### src/rtl/hes_pkg.sv
// Shared types, op codes and sizing constants for the harmonic edge spring block.
`default_nettype none
package hes_pkg;

   localparam int VERTEX_INDEX_BITS_DEF = 16;
   localparam int FRAC_BITS_DEF         = 16;

   localparam int IDX_W   = 16;
   localparam int WORD_W  = 32;
   localparam int EN_W    = 64;
   localparam int CSR_IDX_W = 8;

   localparam int DIFF_W  = 33;   // magnitude of a coordinate difference
   localparam int SUM_W   = 68;   // sum of three squares, padded to an even width
   localparam int LEN_W   = 34;   // floor square root of SUM_W bits
   localparam int REM_W   = 35;   // square root partial remainder
   localparam int DEV_W   = 35;   // signed len - e0
   localparam int MPL_W   = 34;   // shift-add multiplier operand
   localparam int WORK_W  = 128;  // multiply and divide datapath

   localparam int MUL_STEPS  = MPL_W;
   localparam int SQRT_STEPS = LEN_W;
   localparam int DIV_STEPS  = WORK_W;
   localparam int CNT_W      = 7;

   localparam logic [CSR_IDX_W-1:0] REG_REST_LENGTH = 8'd0;
   localparam logic [CSR_IDX_W-1:0] REG_STIFFNESS   = 8'd1;

   localparam logic [WORD_W-1:0] REST_LENGTH_RST = 32'h0001_0000;
   localparam logic [WORD_W-1:0] STIFFNESS_RST   = 32'h0001_0000;

   localparam logic [4:0] OP_NOP       = 5'd0;
   localparam logic [4:0] OP_LOAD      = 5'd1;
   localparam logic [4:0] OP_SQ_INIT   = 5'd2;
   localparam logic [4:0] OP_MUL_STEP  = 5'd3;
   localparam logic [4:0] OP_SQ_ACC    = 5'd4;
   localparam logic [4:0] OP_SQRT_INIT = 5'd5;
   localparam logic [4:0] OP_SQRT_STEP = 5'd6;
   localparam logic [4:0] OP_DEV       = 5'd7;
   localparam logic [4:0] OP_E1_INIT   = 5'd8;
   localparam logic [4:0] OP_E2_INIT   = 5'd9;
   localparam logic [4:0] OP_EDIV_INIT = 5'd10;
   localparam logic [4:0] OP_DIV_STEP  = 5'd11;
   localparam logic [4:0] OP_ENERGY    = 5'd12;
   localparam logic [4:0] OP_DEN_INIT  = 5'd13;
   localparam logic [4:0] OP_DEN_SAVE  = 5'd14;
   localparam logic [4:0] OP_G1_INIT   = 5'd15;
   localparam logic [4:0] OP_G2_INIT   = 5'd16;
   localparam logic [4:0] OP_GDIV_INIT = 5'd17;
   localparam logic [4:0] OP_GRAD      = 5'd18;
   localparam logic [4:0] OP_FINISH    = 5'd19;

   typedef struct packed {
      logic [4:0] op;
      logic [1:0] sel;   // axis for per-component ops
   } cmd_type;

   typedef struct packed {
      logic out_stall;   // result register full and not being taken
   } sts_type;

endpackage
`default_nettype wire

### src/rtl/hes_if.sv
// Handshake channel interfaces: edge requests, results and register writes.
`default_nettype none
interface hes_req_if import hes_pkg::*; ();
   logic                     valid;
   logic                     ready;
   logic [IDX_W-1:0]         index_a;
   logic [IDX_W-1:0]         index_b;
   logic signed [WORD_W-1:0] pos_ax;
   logic signed [WORD_W-1:0] pos_ay;
   logic signed [WORD_W-1:0] pos_az;
   logic signed [WORD_W-1:0] pos_bx;
   logic signed [WORD_W-1:0] pos_by;
   logic signed [WORD_W-1:0] pos_bz;
   logic                     last_edge;
   modport source (output valid, index_a, index_b, pos_ax, pos_ay, pos_az,
                   pos_bx, pos_by, pos_bz, last_edge, input ready);
   modport sink   (input valid, index_a, index_b, pos_ax, pos_ay, pos_az,
                   pos_bx, pos_by, pos_bz, last_edge, output ready);
endinterface

interface hes_rsp_if import hes_pkg::*; ();
   logic                     valid;
   logic                     ready;
   logic [IDX_W-1:0]         out_index_a;
   logic [IDX_W-1:0]         out_index_b;
   logic signed [WORD_W-1:0] grad_x;
   logic signed [WORD_W-1:0] grad_y;
   logic signed [WORD_W-1:0] grad_z;
   logic [WORD_W-1:0]        edge_length;
   logic signed [EN_W-1:0]   energy;
   logic                     last;
   logic                     degenerate;
   modport source (output valid, out_index_a, out_index_b, grad_x, grad_y, grad_z,
                   edge_length, energy, last, degenerate, input ready);
   modport sink   (input valid, out_index_a, out_index_b, grad_x, grad_y, grad_z,
                   edge_length, energy, last, degenerate, output ready);
endinterface

interface hes_csr_if import hes_pkg::*; ();
   logic                 valid;
   logic                 ready;
   logic [CSR_IDX_W-1:0] index;
   logic [WORD_W-1:0]    data;
   modport source (output valid, index, data, input ready);
   modport sink   (input valid, index, data, output ready);
endinterface
`default_nettype wire

### src/rtl/hes_datapath.sv
// Datapath: config registers, shift-add multiplier, square root, divider, result register.
`default_nettype none
module hes_datapath import hes_pkg::*; #(
   parameter int VERTEX_INDEX_BITS = VERTEX_INDEX_BITS_DEF,
   parameter int FRAC_BITS         = FRAC_BITS_DEF
) (
   input  wire logic                     clock,
   input  wire logic                     reset,
   input  wire cmd_type                  cmd,
   output      sts_type                  sts,
   input  wire logic                     csr_valid,
   input  wire logic [CSR_IDX_W-1:0]     csr_index,
   input  wire logic [WORD_W-1:0]        csr_data,
   input  wire logic [IDX_W-1:0]         index_a,
   input  wire logic [IDX_W-1:0]         index_b,
   input  wire logic signed [WORD_W-1:0] pos_ax,
   input  wire logic signed [WORD_W-1:0] pos_ay,
   input  wire logic signed [WORD_W-1:0] pos_az,
   input  wire logic signed [WORD_W-1:0] pos_bx,
   input  wire logic signed [WORD_W-1:0] pos_by,
   input  wire logic signed [WORD_W-1:0] pos_bz,
   input  wire logic                     last_edge,
   output      logic                     rsp_valid,
   input  wire logic                     rsp_ready,
   output      logic [IDX_W-1:0]         out_index_a,
   output      logic [IDX_W-1:0]         out_index_b,
   output      logic signed [WORD_W-1:0] grad_x,
   output      logic signed [WORD_W-1:0] grad_y,
   output      logic signed [WORD_W-1:0] grad_z,
   output      logic [WORD_W-1:0]        edge_length,
   output      logic signed [EN_W-1:0]   energy,
   output      logic                     last,
   output      logic                     degenerate
);

   localparam logic [IDX_W-1:0] IDX_MASK = (VERTEX_INDEX_BITS >= IDX_W) ? {IDX_W{1'b1}} :
      IDX_W'((33'd1 << VERTEX_INDEX_BITS) - 33'd1);
   localparam int ESH_L = (2 * FRAC_BITS <= 32) ? 32 - 2 * FRAC_BITS : 0;
   localparam int ESH_R = (2 * FRAC_BITS > 32) ? 2 * FRAC_BITS - 32 : 0;
   localparam logic [MPL_W-1:0] ONE_FRAC = MPL_W'(1) << FRAC_BITS;
   localparam logic [EN_W-1:0]  EN_MAX   = {1'b0, {(EN_W-1){1'b1}}};

   logic [WORD_W-1:0] rest_length_ff, stiffness_ff;
   logic [IDX_W-1:0]  idx_a_ff, idx_b_ff;
   logic              last_ff;
   logic [DIFF_W-1:0] diff_mag_ff [3];
   logic [2:0]        diff_neg_ff;
   logic [SUM_W-1:0]  sum_ff, rad_ff;
   logic [REM_W-1:0]  srem_ff;
   logic [LEN_W-1:0]  len_ff;
   logic [MPL_W-1:0]  dmag_ff;
   logic              dneg_ff;
   logic [WORK_W-1:0] acc_ff, mcand_ff, num_ff, rem_ff, div_den_ff, len_den_ff;
   logic [MPL_W-1:0]  mplier_ff;
   logic [WORD_W-1:0] grad_ff [3];
   logic signed [EN_W-1:0] energy_sum_ff;
   logic              rsp_valid_ff;
   logic [IDX_W-1:0]  o_idx_a_ff, o_idx_b_ff;
   logic [WORD_W-1:0] o_gx_ff, o_gy_ff, o_gz_ff, o_len_ff;
   logic [EN_W-1:0]   o_en_ff;
   logic              o_last_ff, o_degen_ff;

   // stiffness sign and magnitude
   logic              kneg;
   logic [WORD_W-1:0] kmag;
   logic [MPL_W-1:0]  e0_eff;
   assign kneg   = stiffness_ff[WORD_W-1];
   assign kmag   = kneg ? (~stiffness_ff + 32'd1) : stiffness_ff;
   assign e0_eff = (rest_length_ff != '0) ? MPL_W'(rest_length_ff) : ONE_FRAC;

   // coordinate differences
   logic signed [DIFF_W-1:0] dlt [3];
   always_comb begin
      dlt[0] = DIFF_W'(pos_ax) - DIFF_W'(pos_bx);
      dlt[1] = DIFF_W'(pos_ay) - DIFF_W'(pos_by);
      dlt[2] = DIFF_W'(pos_az) - DIFF_W'(pos_bz);
   end

   // square root step
   logic [REM_W+1:0] sq_r2, sq_trial;
   logic             sq_ge;
   assign sq_r2    = {srem_ff, rad_ff[SUM_W-1 -: 2]};
   assign sq_trial = {1'b0, len_ff, 2'b01};
   assign sq_ge    = (sq_r2 >= sq_trial);

   // divide step
   logic [WORK_W-1:0] dv_sh;
   logic              dv_ge;
   assign dv_sh = {rem_ff[WORK_W-2:0], num_ff[WORK_W-1]};
   assign dv_ge = (dv_sh >= div_den_ff);

   // deviation
   logic [DEV_W-1:0] dev;
   assign dev = DEV_W'(len_ff) - DEV_W'(rest_length_ff);

   // energy term and saturating accumulate
   logic [WORK_W-1:0] term_s;
   logic [EN_W-1:0]   term_m, term_t;
   logic [EN_W:0]     en_sum;
   logic [EN_W-1:0]   en_next;
   always_comb begin
      term_s = (num_ff << ESH_L) >> ESH_R;
      term_m = (|term_s[WORK_W-1:EN_W-1]) ? EN_MAX : term_s[EN_W-1:0];
      term_t = kneg ? (~term_m + 64'd1) : term_m;
      en_sum = {energy_sum_ff[EN_W-1], energy_sum_ff} + {term_t[EN_W-1], term_t};
      if (en_sum[EN_W] != en_sum[EN_W-1]) begin
         en_next = en_sum[EN_W] ? {1'b1, {(EN_W-1){1'b0}}} : EN_MAX;
      end else begin
         en_next = en_sum[EN_W-1:0];
      end
   end

   // gradient component saturation
   logic              g_neg;
   logic [WORK_W-1:0] g_lim, g_m;
   logic [WORD_W-1:0] g_val;
   always_comb begin
      g_neg = kneg ^ dneg_ff ^ diff_neg_ff[cmd.sel];
      g_lim = g_neg ? WORK_W'(33'h0_8000_0000) : WORK_W'(33'h0_7FFF_FFFF);
      g_m   = (num_ff > g_lim) ? g_lim : num_ff;
      g_val = g_neg ? (~g_m[WORD_W-1:0] + 32'd1) : g_m[WORD_W-1:0];
      if (len_ff == '0) begin
         g_val = '0;
      end
   end

   always_ff @(posedge clock) begin
      if (reset) begin
         rest_length_ff <= REST_LENGTH_RST;
         stiffness_ff   <= STIFFNESS_RST;
      end else if (csr_valid) begin
         if (csr_index == REG_REST_LENGTH) begin
            rest_length_ff <= csr_data;
         end else if (csr_index == REG_STIFFNESS) begin
            stiffness_ff <= csr_data;
         end
      end
   end

   always_ff @(posedge clock) begin
      if (reset) begin
         energy_sum_ff <= '0;
         rsp_valid_ff  <= 1'b0;
      end else begin
         if (rsp_valid_ff && rsp_ready) begin
            rsp_valid_ff <= 1'b0;
         end
         if (cmd.op == OP_ENERGY) begin
            energy_sum_ff <= en_next;
         end
         if (cmd.op == OP_FINISH) begin
            rsp_valid_ff <= 1'b1;
            if (last_ff) begin
               energy_sum_ff <= '0;
            end
         end
      end
   end

   always_ff @(posedge clock) begin
      unique case (cmd.op)
         OP_LOAD: begin
            idx_a_ff <= index_a & IDX_MASK;
            idx_b_ff <= index_b & IDX_MASK;
            last_ff  <= last_edge;
            for (int i = 0; i < 3; i++) begin
               diff_neg_ff[i] <= dlt[i][DIFF_W-1];
               diff_mag_ff[i] <= dlt[i][DIFF_W-1] ? (~dlt[i] + 33'd1) : dlt[i];
            end
            sum_ff <= '0;
         end
         OP_SQ_INIT: begin
            mcand_ff  <= WORK_W'(diff_mag_ff[cmd.sel]);
            mplier_ff <= MPL_W'(diff_mag_ff[cmd.sel]);
            acc_ff    <= '0;
         end
         OP_MUL_STEP: begin
            if (mplier_ff[0]) begin
               acc_ff <= acc_ff + mcand_ff;
            end
            mcand_ff  <= mcand_ff << 1;
            mplier_ff <= mplier_ff >> 1;
         end
         OP_SQ_ACC: sum_ff <= sum_ff + acc_ff[SUM_W-1:0];
         OP_SQRT_INIT: begin
            rad_ff  <= sum_ff;
            srem_ff <= '0;
            len_ff  <= '0;
         end
         OP_SQRT_STEP: begin
            srem_ff <= sq_ge ? REM_W'(sq_r2 - sq_trial) : REM_W'(sq_r2);
            len_ff  <= {len_ff[LEN_W-2:0], sq_ge};
            rad_ff  <= rad_ff << 2;
         end
         OP_DEV: begin
            dneg_ff <= dev[DEV_W-1];
            dmag_ff <= dev[DEV_W-1] ? MPL_W'(~dev + 35'd1) : MPL_W'(dev);
         end
         OP_E1_INIT: begin
            mcand_ff  <= WORK_W'(dmag_ff);
            mplier_ff <= dmag_ff;
            acc_ff    <= '0;
         end
         OP_E2_INIT: begin
            mcand_ff  <= acc_ff;
            mplier_ff <= MPL_W'(kmag);
            acc_ff    <= '0;
         end
         OP_EDIV_INIT: begin
            num_ff     <= acc_ff;
            rem_ff     <= '0;
            div_den_ff <= WORK_W'(e0_eff);
         end
         OP_DIV_STEP: begin
            rem_ff <= dv_ge ? (dv_sh - div_den_ff) : dv_sh;
            num_ff <= {num_ff[WORK_W-2:0], dv_ge};
         end
         OP_DEN_INIT: begin
            mcand_ff  <= WORK_W'(len_ff);
            mplier_ff <= e0_eff;
            acc_ff    <= '0;
         end
         OP_DEN_SAVE: len_den_ff <= acc_ff;
         OP_G1_INIT: begin
            mcand_ff  <= WORK_W'(diff_mag_ff[cmd.sel]);
            mplier_ff <= dmag_ff;
            acc_ff    <= '0;
         end
         OP_G2_INIT: begin
            mcand_ff  <= acc_ff;
            mplier_ff <= MPL_W'({kmag, 1'b0});
            acc_ff    <= '0;
         end
         OP_GDIV_INIT: begin
            num_ff     <= acc_ff;
            rem_ff     <= '0;
            div_den_ff <= len_den_ff;
         end
         OP_GRAD: grad_ff[cmd.sel] <= g_val;
         OP_FINISH: begin
            o_idx_a_ff <= idx_a_ff;
            o_idx_b_ff <= idx_b_ff;
            o_gx_ff    <= grad_ff[0];
            o_gy_ff    <= grad_ff[1];
            o_gz_ff    <= grad_ff[2];
            o_len_ff   <= (|len_ff[LEN_W-1:WORD_W]) ? {WORD_W{1'b1}} : len_ff[WORD_W-1:0];
            o_en_ff    <= energy_sum_ff;
            o_last_ff  <= last_ff;
            o_degen_ff <= (len_ff == '0);
         end
         default: ;
      endcase
   end

   assign sts.out_stall = rsp_valid_ff && !rsp_ready;
   assign rsp_valid     = rsp_valid_ff;
   assign out_index_a   = o_idx_a_ff;
   assign out_index_b   = o_idx_b_ff;
   assign grad_x        = o_gx_ff;
   assign grad_y        = o_gy_ff;
   assign grad_z        = o_gz_ff;
   assign edge_length   = o_len_ff;
   assign energy        = o_en_ff;
   assign last          = o_last_ff;
   assign degenerate    = o_degen_ff;

endmodule
`default_nettype wire

### src/rtl/hes_ctrl.sv
// Controller: sequences the datapath through load, squares, root, energy and gradients.
`default_nettype none
module hes_ctrl import hes_pkg::*; (
   input  wire logic    clock,
   input  wire logic    reset,
   input  wire logic    req_valid,
   output      logic    req_ready,
   input  wire sts_type sts,
   output      cmd_type cmd
);

   localparam logic [4:0] S_IDLE      = 5'd0;
   localparam logic [4:0] S_SQ_INIT   = 5'd1;
   localparam logic [4:0] S_SQ_MUL    = 5'd2;
   localparam logic [4:0] S_SQ_ACC    = 5'd3;
   localparam logic [4:0] S_SQRT_INIT = 5'd4;
   localparam logic [4:0] S_SQRT      = 5'd5;
   localparam logic [4:0] S_DEV       = 5'd6;
   localparam logic [4:0] S_E1_INIT   = 5'd7;
   localparam logic [4:0] S_E1_MUL    = 5'd8;
   localparam logic [4:0] S_E2_INIT   = 5'd9;
   localparam logic [4:0] S_E2_MUL    = 5'd10;
   localparam logic [4:0] S_EDIV_INIT = 5'd11;
   localparam logic [4:0] S_EDIV      = 5'd12;
   localparam logic [4:0] S_ENERGY    = 5'd13;
   localparam logic [4:0] S_DEN_INIT  = 5'd14;
   localparam logic [4:0] S_DEN_MUL   = 5'd15;
   localparam logic [4:0] S_DEN_SAVE  = 5'd16;
   localparam logic [4:0] S_G1_INIT   = 5'd17;
   localparam logic [4:0] S_G1_MUL    = 5'd18;
   localparam logic [4:0] S_G2_INIT   = 5'd19;
   localparam logic [4:0] S_G2_MUL    = 5'd20;
   localparam logic [4:0] S_GDIV_INIT = 5'd21;
   localparam logic [4:0] S_GDIV      = 5'd22;
   localparam logic [4:0] S_GRAD      = 5'd23;
   localparam logic [4:0] S_FINISH    = 5'd24;

   localparam logic [CNT_W-1:0] MUL_LAST  = CNT_W'(MUL_STEPS - 1);
   localparam logic [CNT_W-1:0] SQRT_LAST = CNT_W'(SQRT_STEPS - 1);
   localparam logic [CNT_W-1:0] DIV_LAST  = CNT_W'(DIV_STEPS - 1);
   localparam logic [1:0]       AXIS_LAST = 2'd2;

   logic [4:0]       state_ff, state_in;
   logic [CNT_W-1:0] cnt_ff, cnt_in;
   logic [1:0]       axis_ff, axis_in;
   logic             cnt_zero;

   assign cnt_zero  = (cnt_ff == '0);
   assign req_ready = (state_ff == S_IDLE);

   always_comb begin
      state_in = state_ff;
      cnt_in   = cnt_zero ? cnt_ff : cnt_ff - CNT_W'(1);
      axis_in  = axis_ff;
      cmd.op   = OP_NOP;
      cmd.sel  = axis_ff;
      unique case (state_ff)
         S_IDLE: begin
            axis_in = '0;
            if (req_valid) begin
               cmd.op   = OP_LOAD;
               state_in = S_SQ_INIT;
            end
         end
         S_SQ_INIT: begin
            cmd.op = OP_SQ_INIT; cnt_in = MUL_LAST; state_in = S_SQ_MUL;
         end
         S_SQ_MUL: begin
            cmd.op = OP_MUL_STEP;
            if (cnt_zero) state_in = S_SQ_ACC;
         end
         S_SQ_ACC: begin
            cmd.op = OP_SQ_ACC;
            if (axis_ff == AXIS_LAST) begin
               axis_in = '0; state_in = S_SQRT_INIT;
            end else begin
               axis_in = axis_ff + 2'd1; state_in = S_SQ_INIT;
            end
         end
         S_SQRT_INIT: begin
            cmd.op = OP_SQRT_INIT; cnt_in = SQRT_LAST; state_in = S_SQRT;
         end
         S_SQRT: begin
            cmd.op = OP_SQRT_STEP;
            if (cnt_zero) state_in = S_DEV;
         end
         S_DEV: begin
            cmd.op = OP_DEV; state_in = S_E1_INIT;
         end
         S_E1_INIT: begin
            cmd.op = OP_E1_INIT; cnt_in = MUL_LAST; state_in = S_E1_MUL;
         end
         S_E1_MUL: begin
            cmd.op = OP_MUL_STEP;
            if (cnt_zero) state_in = S_E2_INIT;
         end
         S_E2_INIT: begin
            cmd.op = OP_E2_INIT; cnt_in = MUL_LAST; state_in = S_E2_MUL;
         end
         S_E2_MUL: begin
            cmd.op = OP_MUL_STEP;
            if (cnt_zero) state_in = S_EDIV_INIT;
         end
         S_EDIV_INIT: begin
            cmd.op = OP_EDIV_INIT; cnt_in = DIV_LAST; state_in = S_EDIV;
         end
         S_EDIV: begin
            cmd.op = OP_DIV_STEP;
            if (cnt_zero) state_in = S_ENERGY;
         end
         S_ENERGY: begin
            cmd.op = OP_ENERGY; state_in = S_DEN_INIT;
         end
         S_DEN_INIT: begin
            cmd.op = OP_DEN_INIT; cnt_in = MUL_LAST; state_in = S_DEN_MUL;
         end
         S_DEN_MUL: begin
            cmd.op = OP_MUL_STEP;
            if (cnt_zero) state_in = S_DEN_SAVE;
         end
         S_DEN_SAVE: begin
            cmd.op = OP_DEN_SAVE; state_in = S_G1_INIT;
         end
         S_G1_INIT: begin
            cmd.op = OP_G1_INIT; cnt_in = MUL_LAST; state_in = S_G1_MUL;
         end
         S_G1_MUL: begin
            cmd.op = OP_MUL_STEP;
            if (cnt_zero) state_in = S_G2_INIT;
         end
         S_G2_INIT: begin
            cmd.op = OP_G2_INIT; cnt_in = MUL_LAST; state_in = S_G2_MUL;
         end
         S_G2_MUL: begin
            cmd.op = OP_MUL_STEP;
            if (cnt_zero) state_in = S_GDIV_INIT;
         end
         S_GDIV_INIT: begin
            cmd.op = OP_GDIV_INIT; cnt_in = DIV_LAST; state_in = S_GDIV;
         end
         S_GDIV: begin
            cmd.op = OP_DIV_STEP;
            if (cnt_zero) state_in = S_GRAD;
         end
         S_GRAD: begin
            cmd.op = OP_GRAD;
            if (axis_ff == AXIS_LAST) begin
               state_in = S_FINISH;
            end else begin
               axis_in = axis_ff + 2'd1; state_in = S_G1_INIT;
            end
         end
         S_FINISH: begin
            if (!sts.out_stall) begin
               cmd.op = OP_FINISH; state_in = S_IDLE;
            end
         end
         default: state_in = S_IDLE;
      endcase
   end

   always_ff @(posedge clock) begin
      if (reset) begin
         state_ff <= S_IDLE;
         cnt_ff   <= '0;
         axis_ff  <= '0;
      end else begin
         state_ff <= state_in;
         cnt_ff   <= cnt_in;
         axis_ff  <= axis_in;
      end
   end

`ifndef ASSERT_OFF
   a_busy_after_accept: assert property (@(posedge clock) disable iff (reset)
      req_valid && req_ready |=> !req_ready)
      else $error("controller took a second transaction while busy");
   a_finish_needs_room: assert property (@(posedge clock) disable iff (reset)
      cmd.op == OP_FINISH |-> !sts.out_stall)
      else $error("result overwritten while still held");
   a_axis_range: assert property (@(posedge clock) disable iff (reset)
      axis_ff != 2'd3)
      else $error("axis select out of range");
   a_load_only_idle: assert property (@(posedge clock) disable iff (reset)
      cmd.op == OP_LOAD |-> $past(state_in) == S_IDLE || state_ff == S_IDLE)
      else $error("load issued outside idle");
`endif

endmodule
`default_nettype wire

### src/rtl/harmonic_edge_spring.sv
// Top level of the harmonic edge spring: edge length, energy accumulate and gradient.
// Edges are processed one at a time, paced by the shared shift-add multiplier
//   (12 products per edge) and the restoring divider (4 quotients per edge).
// A new request is taken while the previous result still waits in the output register.
// Reset (synchronous, active high): idle, result channel empty, energy sum zero,
//   rest_length and stiffness back to 1.0.
`default_nettype none
module harmonic_edge_spring import hes_pkg::*; #(
   parameter int VERTEX_INDEX_BITS = VERTEX_INDEX_BITS_DEF,
   parameter int FRAC_BITS         = FRAC_BITS_DEF
) (
   input wire logic clock,
   input wire logic reset,
   hes_req_if.sink   req_chan,
   hes_rsp_if.source rsp_chan,
   hes_csr_if.sink   csr_chan
);

   cmd_type cmd;   // controller -> datapath micro-op
   sts_type sts;   // datapath -> controller status

   // register writes are always accepted; software is to write only when idle, unenforced by the block
   assign csr_chan.ready = 1'b1;

   // sequencer: one micro-op per cycle, held in the finish state while the result register is stalled
   hes_ctrl u_ctrl (
      .clock     (clock),
      .reset     (reset),
      .req_valid (req_chan.valid),
      .req_ready (req_chan.ready),
      .sts       (sts),
      .cmd       (cmd)
   );

   // arithmetic, config registers, energy accumulator and result register
   hes_datapath #(
      .VERTEX_INDEX_BITS (VERTEX_INDEX_BITS),
      .FRAC_BITS         (FRAC_BITS)
   ) u_datapath (
      .clock       (clock),
      .reset       (reset),
      .cmd         (cmd),
      .sts         (sts),
      .csr_valid   (csr_chan.valid),
      .csr_index   (csr_chan.index),
      .csr_data    (csr_chan.data),
      .index_a     (req_chan.index_a),
      .index_b     (req_chan.index_b),
      .pos_ax      (req_chan.pos_ax),
      .pos_ay      (req_chan.pos_ay),
      .pos_az      (req_chan.pos_az),
      .pos_bx      (req_chan.pos_bx),
      .pos_by      (req_chan.pos_by),
      .pos_bz      (req_chan.pos_bz),
      .last_edge   (req_chan.last_edge),
      .rsp_valid   (rsp_chan.valid),
      .rsp_ready   (rsp_chan.ready),
      .out_index_a (rsp_chan.out_index_a),
      .out_index_b (rsp_chan.out_index_b),
      .grad_x      (rsp_chan.grad_x),
      .grad_y      (rsp_chan.grad_y),
      .grad_z      (rsp_chan.grad_z),
      .edge_length (rsp_chan.edge_length),
      .energy      (rsp_chan.energy),
      .last        (rsp_chan.last),
      .degenerate  (rsp_chan.degenerate)
   );

endmodule
`default_nettype wire
### src/flat_wrapper.sv
// flat-port wrapper written by rule: the top's interface ports become plain ports
module harmonic_edge_spring_flat import hes_pkg::*;
#(
   parameter int VERTEX_INDEX_BITS = VERTEX_INDEX_BITS_DEF,
   parameter int FRAC_BITS         = FRAC_BITS_DEF
)
  (clock, reset, req_chan_valid, req_chan_index_a, req_chan_index_b, req_chan_pos_ax, req_chan_pos_ay, req_chan_pos_az, req_chan_pos_bx, req_chan_pos_by, req_chan_pos_bz, req_chan_last_edge, req_chan_ready, rsp_chan_valid, rsp_chan_out_index_a, rsp_chan_out_index_b, rsp_chan_grad_x, rsp_chan_grad_y, rsp_chan_grad_z, rsp_chan_edge_length, rsp_chan_energy, rsp_chan_last, rsp_chan_degenerate, rsp_chan_ready, csr_chan_valid, csr_chan_index, csr_chan_data, csr_chan_ready);
  hes_req_if req_chan_i ();
  hes_rsp_if rsp_chan_i ();
  hes_csr_if csr_chan_i ();
  input wire logic clock;
  input wire logic reset;
  input wire logic [$bits(req_chan_i.valid)-1:0] req_chan_valid;
  input wire logic [$bits(req_chan_i.index_a)-1:0] req_chan_index_a;
  input wire logic [$bits(req_chan_i.index_b)-1:0] req_chan_index_b;
  input wire logic [$bits(req_chan_i.pos_ax)-1:0] req_chan_pos_ax;
  input wire logic [$bits(req_chan_i.pos_ay)-1:0] req_chan_pos_ay;
  input wire logic [$bits(req_chan_i.pos_az)-1:0] req_chan_pos_az;
  input wire logic [$bits(req_chan_i.pos_bx)-1:0] req_chan_pos_bx;
  input wire logic [$bits(req_chan_i.pos_by)-1:0] req_chan_pos_by;
  input wire logic [$bits(req_chan_i.pos_bz)-1:0] req_chan_pos_bz;
  input wire logic [$bits(req_chan_i.last_edge)-1:0] req_chan_last_edge;
  output wire logic [$bits(req_chan_i.ready)-1:0] req_chan_ready;
  output wire logic [$bits(rsp_chan_i.valid)-1:0] rsp_chan_valid;
  output wire logic [$bits(rsp_chan_i.out_index_a)-1:0] rsp_chan_out_index_a;
  output wire logic [$bits(rsp_chan_i.out_index_b)-1:0] rsp_chan_out_index_b;
  output wire logic [$bits(rsp_chan_i.grad_x)-1:0] rsp_chan_grad_x;
  output wire logic [$bits(rsp_chan_i.grad_y)-1:0] rsp_chan_grad_y;
  output wire logic [$bits(rsp_chan_i.grad_z)-1:0] rsp_chan_grad_z;
  output wire logic [$bits(rsp_chan_i.edge_length)-1:0] rsp_chan_edge_length;
  output wire logic [$bits(rsp_chan_i.energy)-1:0] rsp_chan_energy;
  output wire logic [$bits(rsp_chan_i.last)-1:0] rsp_chan_last;
  output wire logic [$bits(rsp_chan_i.degenerate)-1:0] rsp_chan_degenerate;
  input wire logic [$bits(rsp_chan_i.ready)-1:0] rsp_chan_ready;
  input wire logic [$bits(csr_chan_i.valid)-1:0] csr_chan_valid;
  input wire logic [$bits(csr_chan_i.index)-1:0] csr_chan_index;
  input wire logic [$bits(csr_chan_i.data)-1:0] csr_chan_data;
  output wire logic [$bits(csr_chan_i.ready)-1:0] csr_chan_ready;
  assign req_chan_i.valid = req_chan_valid;
  assign req_chan_i.index_a = req_chan_index_a;
  assign req_chan_i.index_b = req_chan_index_b;
  assign req_chan_i.pos_ax = req_chan_pos_ax;
  assign req_chan_i.pos_ay = req_chan_pos_ay;
  assign req_chan_i.pos_az = req_chan_pos_az;
  assign req_chan_i.pos_bx = req_chan_pos_bx;
  assign req_chan_i.pos_by = req_chan_pos_by;
  assign req_chan_i.pos_bz = req_chan_pos_bz;
  assign req_chan_i.last_edge = req_chan_last_edge;
  assign req_chan_ready = req_chan_i.ready;
  assign rsp_chan_valid = rsp_chan_i.valid;
  assign rsp_chan_out_index_a = rsp_chan_i.out_index_a;
  assign rsp_chan_out_index_b = rsp_chan_i.out_index_b;
  assign rsp_chan_grad_x = rsp_chan_i.grad_x;
  assign rsp_chan_grad_y = rsp_chan_i.grad_y;
  assign rsp_chan_grad_z = rsp_chan_i.grad_z;
  assign rsp_chan_edge_length = rsp_chan_i.edge_length;
  assign rsp_chan_energy = rsp_chan_i.energy;
  assign rsp_chan_last = rsp_chan_i.last;
  assign rsp_chan_degenerate = rsp_chan_i.degenerate;
  assign rsp_chan_i.ready = rsp_chan_ready;
  assign csr_chan_i.valid = csr_chan_valid;
  assign csr_chan_i.index = csr_chan_index;
  assign csr_chan_i.data = csr_chan_data;
  assign csr_chan_ready = csr_chan_i.ready;
  harmonic_edge_spring #(.VERTEX_INDEX_BITS(VERTEX_INDEX_BITS), .FRAC_BITS(FRAC_BITS)) u_core (.clock(clock), .reset(reset), .req_chan(req_chan_i), .rsp_chan(rsp_chan_i), .csr_chan(csr_chan_i));
endmodule
### config.mk
export PLATFORM = sky130hd
export DESIGN_NAME = harmonic_edge_spring_flat
export DESIGN_NICKNAME = d
export VERILOG_FILES = /design/src/rtl/hes_pkg.sv /design/src/rtl/hes_if.sv /design/src/rtl/hes_datapath.sv /design/src/rtl/hes_ctrl.sv /design/src/rtl/harmonic_edge_spring.sv /design/src/flat_wrapper.sv
export SDC_FILE = /design/constraint.sdc
export NUM_CORES = 2
export LEC_CHECK = 0
export BUFFER_PORTS_ARGS = -buffer_cell sky130_fd_sc_hd__buf_2
export CORE_ASPECT_RATIO = 1.4
export CORE_MARGIN = 2
export CORE_UTILIZATION = 61
export DETAILED_ROUTE_END_ITERATION = 10
export HOLD_SLACK_MARGIN = 0.06
export PLACE_DENSITY = 0.79
export SETUP_SLACK_MARGIN = 0.5
export SYNTH_ARGS = -nofsm -noshare
export SYNTH_HDL_FRONTEND = slang
export SYNTH_SLANG_ARGS = --single-unit
### constraint.sdc
create_clock -name clock -period 25.8 [get_ports clock]
set_input_delay 2.58 -clock clock [delete_from_list [all_inputs] [get_ports clock]]
set_output_delay 2.58 -clock clock [all_outputs]
set_load 0.005 [all_outputs]
After elaboration in Yosys (flattened, before gate mapping)
Memory sizes are Yosys's and may differ from the RTL's. A register that Yosys moved wholly into a read port is not among the register bits.
Cells that the tools add are included.
- flip-flop bits (word level): 1350
- bits in writable memories: 195
- input bits: 270
- output and inout port bits: 229
- memories kept: 2
- memories (memory ; depth ; width ; rd ports ; clocked after Yosys merged registers in ; wr ports ; line ; text):
    u_core.u_datapath.diff_mag_ff ; 3 ; 33 ; 1 ; 1 ; 3 ; hes_datapath.sv:46 ; logic [DIFF_W-1:0] diff_mag_ff [3];
    u_core.u_datapath.grad_ff ; 3 ; 32 ; 3 ; 3 ; 1 ; hes_datapath.sv:55 ; logic [WORD_W-1:0] grad_ff [3];
- add/subtract/negate cells: 18
- magnitude comparators: 4
- equal/unequal tests: 60
- muxes and demuxes: 62
- bitwise gates (word level): 10
- reduce and logical (&&, ||, !) cells: 33
- operators with widths (operator ; count):
    case mux 128 bit (2 select lines) ; 3
    case mux 128 bit (5 select lines) ; 1
    2-to-1 mux 64 bit ; 7
    case mux 68 bit (2 select lines) ; 2
    case mux 127 bit (2 select lines) ; 1
    case mux 34 bit (6 select lines) ; 1
    2-to-1 mux 32 bit ; 6
    adder 128 bit ; 1
    >= comparator 128 bit ; 1
    greater-than comparator 128 x 32 -> 1 bit ; 1
    2-to-1 mux 128 bit ; 1
    2-to-1 mux 127 bit ; 1
    subtractor 127 bit ; 1
    case mux 5 bit (25 select lines) ; 1
    adder 33 x 1 -> 33 bit (second input constant) ; 3
    2-to-1 mux 33 bit ; 3
    NOT 33 bit ; 3
    subtractor 32 x 32 -> 33 bit ; 3
    case mux 5 bit (19 select lines) ; 1
    == test 5 x 4 -> 1 bit (second input constant) ; 16
    case mux 35 bit (2 select lines) ; 1
    adder 68 bit ; 1
    case mux 34 bit (2 select lines) ; 1
    adder 64 x 64 -> 65 bit ; 1
    52 further kinds ; 126

Depth between registers and ports, before layout
- depth after elaboration: 11
- mapped depth: 32
- gate-level depth less buffers: 29

Cells and area by module
From an unflattened synthesis, not the netlist that was laid out.
- cells, all modules: 10681
- area, all modules: 102225.5 um^2
- modules (own cells, without submodules) (module ; instances ; cells each ; area an instance (um^2) ; sequential area each (um^2)):
    hes_datapath ; 1 ; 10508 ; 100948.1 ; 47565.6
    hes_ctrl ; 1 ; 171 ; 1266.2 ; 280.3
    harmonic_edge_spring ; 1 ; 2 ; 11.3 ; 0.0

Worst setup path before layout
Ideal clock, no wire load.
- path kind: reg-to-reg
- start: register u_core.u_ctrl.state_ff[3]
- end: register u_core.u_datapath.num_ff[0] (enable)
- setup time: 1.242 ns
- arrival: 19.746 ns
- required time: 24.558 ns
- path slack: 4.812 ns
- cell stages (with the launch flop): 6
- path buffers: 2
- clock period less this slack: 20.988 ns
- path through: dfxtp_1 > clkbuf_1 > buf_1 > nor2b_1 > mux2i_1 > o31ai_1
- longest elaborated chain between the ends: 6
- elaborated cells on any way between the ends: 33
- those cells by class: 27 x eq/ne; 1 x mux; 5 x reduce/logical
- RTL lines (element ; line ; text):
    from (decl) ; hes_ctrl.sv:43 ; logic [4:0] state_ff, state_in;
    from (signal assigned) ; hes_ctrl.sv:168 ; state_ff <= state_in;
    == test 5 bit (tied with other cells) ; hes_ctrl.sv:57 ; unique case (state_ff)
    OR reduction 6 bit (no line) or OR reduction 2 bit (tied branches) ; -- ;
    case mux 5 bit (19 select lines) (*) ; hes_ctrl.sv:57 ;
    == test 5 bit or == test 5 x 4 -> 1 bit (tied branches) ; hes_datapath.sv:161 ; unique case (cmd.op)
    OR reduction 2 bit (no line) ; -- ;
    nonzero test 2 bit (no line) (*) ; -- ;
    to (signal assigned) ; hes_datapath.sv:216 ; num_ff <= {num_ff[WORK_W-2:0], dv_ge};
    to (decl) ; hes_datapath.sv:53 ; logic [WORK_W-1:0] acc_ff, mcand_ff, num_ff, rem_ff, div_den_ff, len_den_ff;
Every way passes the cells marked *; elsewhere a longest branch is shown, timed or not.
A chain may end at the register's enable or synchronous reset.

Final worst setup path
- start: register u_core.u_datapath.num_ff[98]
- end: register u_core.u_datapath.energy_sum_ff[60]
- longest elaborated chain between the ends: 11
- elaborated cells on any way between the ends: 12
- those cells by class: 2 x add/sub; 1 x eq/ne; 7 x mux; 1 x bitwise; 1 x reduce/logical
- RTL lines (element ; line ; text):
    OR reduction 65 bit (*) ; hes_datapath.sv:103 ; term_m = (|term_s[WORK_W-1:EN_W-1]) ? EN_MAX : term_s[EN_W-1:0];
    2-to-1 mux 64 bit (*) ; hes_datapath.sv:103 ;
    NOT 64 bit ; hes_datapath.sv:104 ; term_t = kneg ? (~term_m + 64'd1) : term_m;
    adder 64 x 1 -> 64 bit ; hes_datapath.sv:104 ;
    2-to-1 mux 64 bit (*) ; hes_datapath.sv:104 ;
    adder 64 x 64 -> 65 bit (*) ; hes_datapath.sv:105 ; en_sum = {energy_sum_ff[EN_W-1], energy_sum_ff} + {term_t[EN_W-1], term_t};
    2-to-1 mux 64 bit or inequality test 1 bit (tied branches) ; hes_datapath.sv:107, hes_datapath.sv:106 ;
    2-to-1 mux 64 bit (*) ; hes_datapath.sv:106 ; if (en_sum[EN_W] != en_sum[EN_W-1]) begin
    2-to-1 mux 64 bit (*) ; hes_datapath.sv:148 ; if (cmd.op == OP_ENERGY) begin
    2-to-1 mux 64 bit ; hes_datapath.sv:153 ; if (last_ff) begin
    2-to-1 mux 64 bit (*) ; hes_datapath.sv:151 ; if (cmd.op == OP_FINISH) begin
    to (signal assigned) ; hes_datapath.sv:149 ; energy_sum_ff <= en_next;
    to (decl) ; hes_datapath.sv:56 ; logic signed [EN_W-1:0] energy_sum_ff;
Marks and branches as above.

==> results_dict.tcl <==
set metrics [dict create \
    post_layout_nonfiller_instances 13200 \
    clk_pin_slew_worst_paths_ns 0.07 \
    synth_cell_types 101 \
    cts_tree "yes" \
    r2r-start "u_core.u_datapath.num_ff[98]$_DFFE_PP_" \
    power_frac_clock_pct 21.9 \
    cts_setup_buffers 0 \
    dp_cells 12900 \
    yosysSeqAreaShare_pct 47.2 \
    p_total_uw 11100 \
    route.detailed.drc 0 \
    finClkSkew_ns 0.0332 \
    yosysWarnings 0 \
    cts_made_buffers 159 \
    r2r_slack_ns 17.22 \
    hold_viol_final 0 \
    syn_avg_cell_area_um2 9.52 \
    maxSlewViolCount 0 \
    worstSetupPathType "reg2reg" \
    grt_max_degree 175 \
    grt_pass1_vias 80800 \
    syn_to_final_growth_pct 9.48 \
    status "finished clean" \
    combPwrFrac_pct 40.8 \
    ys_ff_latch 1643 \
    dieArea_mm2 0.170 \
    initial_core_util_pct 61.2 \
    routed_wl_um 313000 \
    via_per_inst 6.37 \
    yosys.area.top_type "edfxtp_1" \
    mostFrequentLayoutCell "nand2_1" \
    first_pass_iters 9 \
    io_buffers 497 \
    antenna_found_initial 26 \
    fin_nets 11800 \
    dp_slack_ns 17.24 \
    powerDensity_mw_per_mm2 99.8 \
    leakagePower_uw 0.0436 \
    core_mm2 0.166 \
    yosysTopAreaCellShare_pct 44.3 \
    p_sw_uw 4420 \
    period_share_pct 33.2 \
    worst_slack_ns 17.22 \
    gr-total-overflow 0 \
    hp-start "u_core.u_datapath.idx_a_ff[0]$_DFFE_PP_" \
    rsz0062_at_grt "no" \
    cp-startpoint "u_core.u_datapath.num_ff[98]$_DFFE_PP_" \
    cts_buffer_depth 3 \
    critPathMaxFanout 31 \
    setup_viol 0 \
    clkLatencyLatePin_ns 0.83 \
    drt_iter0_drc 7838 \
    synth_area_mm2 0.101 \
    drive_gt1_share_pct 8.88 \
    maxCapViolCount 0 \
    post-route-min-period_ns 8.58 \
    fill_cells 13200 \
    vias 83900 \
    die_h_um 487 \
    mostFrequentLayoutCells "1525 x nand2_1, 1498 x edfxtp_1, 1008 x a21oi_1, 917 x nor2_1, 596 x ha_1" \
    detail-route-antenna-nets 0 \
    multi_input_area_mm2 0.0498 \
    synth_cells 10700 \
    vdd_drop_max_uv 96.5 \
    fin_util_pct 67.1 \
    boundaryPins 499 \
    hold_buffers 0 \
    max_freq_mhz 117 \
    avgRoutedWirePerCell_um 23.8 \
    async_flop_share_pct 0 \
    critPathLaunchType "flip-flop" \
    maxSlewHeadroom_pct 5.54 \
    regArea_mm2 0.0479 \
    power_frac_seq_pct 37.3 \
    final.setup.tns_ns 0 \
    switching_share_pct 39.9 \
    synthTopCellsByArea "edfxtp_1 44%, ha_1 7.4%, nand2_1 5.7%" \
    dp_hpwl_um 234000 \
    internal_power_uw 6660 \
    cp.arrival_ns 9.21 \
    grt_pass1_wl_um 472000 \
    die_w_um 349 \
    required_ns 26.43 \
    grt_usage_pct 36.1 \
    rows 177 \
    end_kind "flip-flop" \
    synth_ff_type "edfxtp_1" \
    place_congestion 1.00 \
    clock_sinks 1643 \
    worstHoldPathType "reg2reg" \
    cts_resized 0 \
    clockRootBuffer "clkbuf_16" \
    ctsHtreeMaxLevel 4 \
    synth_nets 11500 \
    worstMarginPinSlew_ns 1.40 \
    synth_edf_count 1498 \
]
power groups by stage:
stage	clock network, uW	logic, uW	registers (uW)
2_1_floorplan	0	3300	3930
3_3_place_gp	0	4340	4160
3_5_place_dp	0	4410	4160
4_1_cts	2450	4440	4110
5_1_grt	2540	4950	4150
6_report	2430	4520	4140
cell usage after synthesis, types with 95 or more instances:
library cell     n
a31oi_1        142
inv_1          524
and2_1         158
a22o_1          95
a21o_1         316
nor2_1         927
nor3_1         137
xnor2_1        412
nand3_1        145
a21oi_1       1010
ha_1           596
nand2_1       1530
o21bai_1       132
o21ai_0        595
xor2_1         251
a211oi_1        95
nand4_1        188
dfxtp_1        145
edfxtp_1      1498
clkbuf_1       497
registers in the layout, indices dropped and copies added (netlist names), 34 cells and up, named ones only:
signal and count:
u_core.u_datapath.srem_ff 35, u_core.u_datapath.dmag_ff 34, u_core.u_datapath.rad_ff 68, u_core.u_datapath.mcand_ff 128, u_core.u_datapath.sum_ff 68, u_core.u_datapath.mplier_ff 34, u_core.u_datapath.len_ff 34, u_core.u_datapath.div_den_ff 128
u_core.u_datapath.grad_ff 96, u_core.u_datapath.acc_ff 128, u_core.u_datapath.rem_ff 127, u_core.u_datapath.energy_sum_ff 64, u_core.u_datapath.len_den_ff 128, u_core.u_datapath.energy 64, u_core.u_datapath.diff_mag_ff 99, u_core.u_datapath.num_ff 128
through the flow:
| step | instance area, um2 | hold slack (ns) |
|---|---|---|
| floorplan | 101000 | 0.400 |
| global placement | 106000 | 0.400 |
| detailed placement | 106000 | 0.405 |
| CTS | 111000 | 0.413 |
| global route | 111000 | 0.419 |
| finish | 111000 | 0.405 |
path summary, 6_finish.rpt:
check / endpoint / depth (start not counted)
setup / recovery: u_core.u_datapath.energy_sum_ff[60]$_SDFF_PP0_ / 25
hold / removal: u_core.u_datapath.out_index_a[0]$_DFFE_PP_ / 0
setup reg to reg: u_core.u_datapath.energy_sum_ff[60]$_SDFF_PP0_ / 25
hold reg to reg: u_core.u_datapath.out_index_a[0]$_DFFE_PP_ / 0
logic make-up after synthesis:
| logic type | Yosys count | synth area share, % |
|---|---|---|
| compound gates | 3032 | 19.0 |
| xor+xnor | 663 | 5.72 |
| fa+ha+maj | 607 | 7.54 |
| buf+inv | 1063 | 3.96 |
| flops | 1643 | 47.2 |
| mux | 89 | 0.883 |
| other cells | 1 | 0.00370 |
| simple gates | 3556 | 15.7 |
routing by layer:
layer / up-vias / wire length, um / track usage, %
met1: 40100 / 120000 / 43.9
met2: 3642 / 149000 / 60.1
met4: 16 / 22400 / 22.9
li1: 39300 / - / -
met3: 805 / 21800 / 5.53
met5: - / 100 / 0
critical path: stages (launching register included):
cell	delay, ns
edfxtp_1	0.42
nor4_1	0.46
nand4_1	0.18
nor2_1	0.19
nand3_2	0.35
nor2_1	0.27
ha_1	0.36
nand2_1	0.14
nor2_1	0.53
nand4_1	0.39
or3_1	0.47
or3_1	0.32
a21oi_1	0.15
a21oi_1	0.07
ha_1	0.43
nand2_1	0.10
nor2_1	0.22
nand2_1	0.08
or3_1	0.35
a31oi_1	0.27
a41oi_1	0.26
o31ai_1	0.85
xnor2_1	0.14
buf_4	0.25
o31ai_4	0.97
a211oi_1	0.13
area by class of cell:
type | instances | area share (%)
multi-input cells | 7948 | 44.8
flip-flops and latches | 1643 | 43.1
clock buffers | 190 | 3.88
repair buffers | 600 | 2.99
well taps | 2148 | 2.42
inverters | 528 | 1.79
clock inverters | 104 | 0.944
diodes | 12 | 0.0270
No activity file was read; power rests on OpenSTA's default activity.
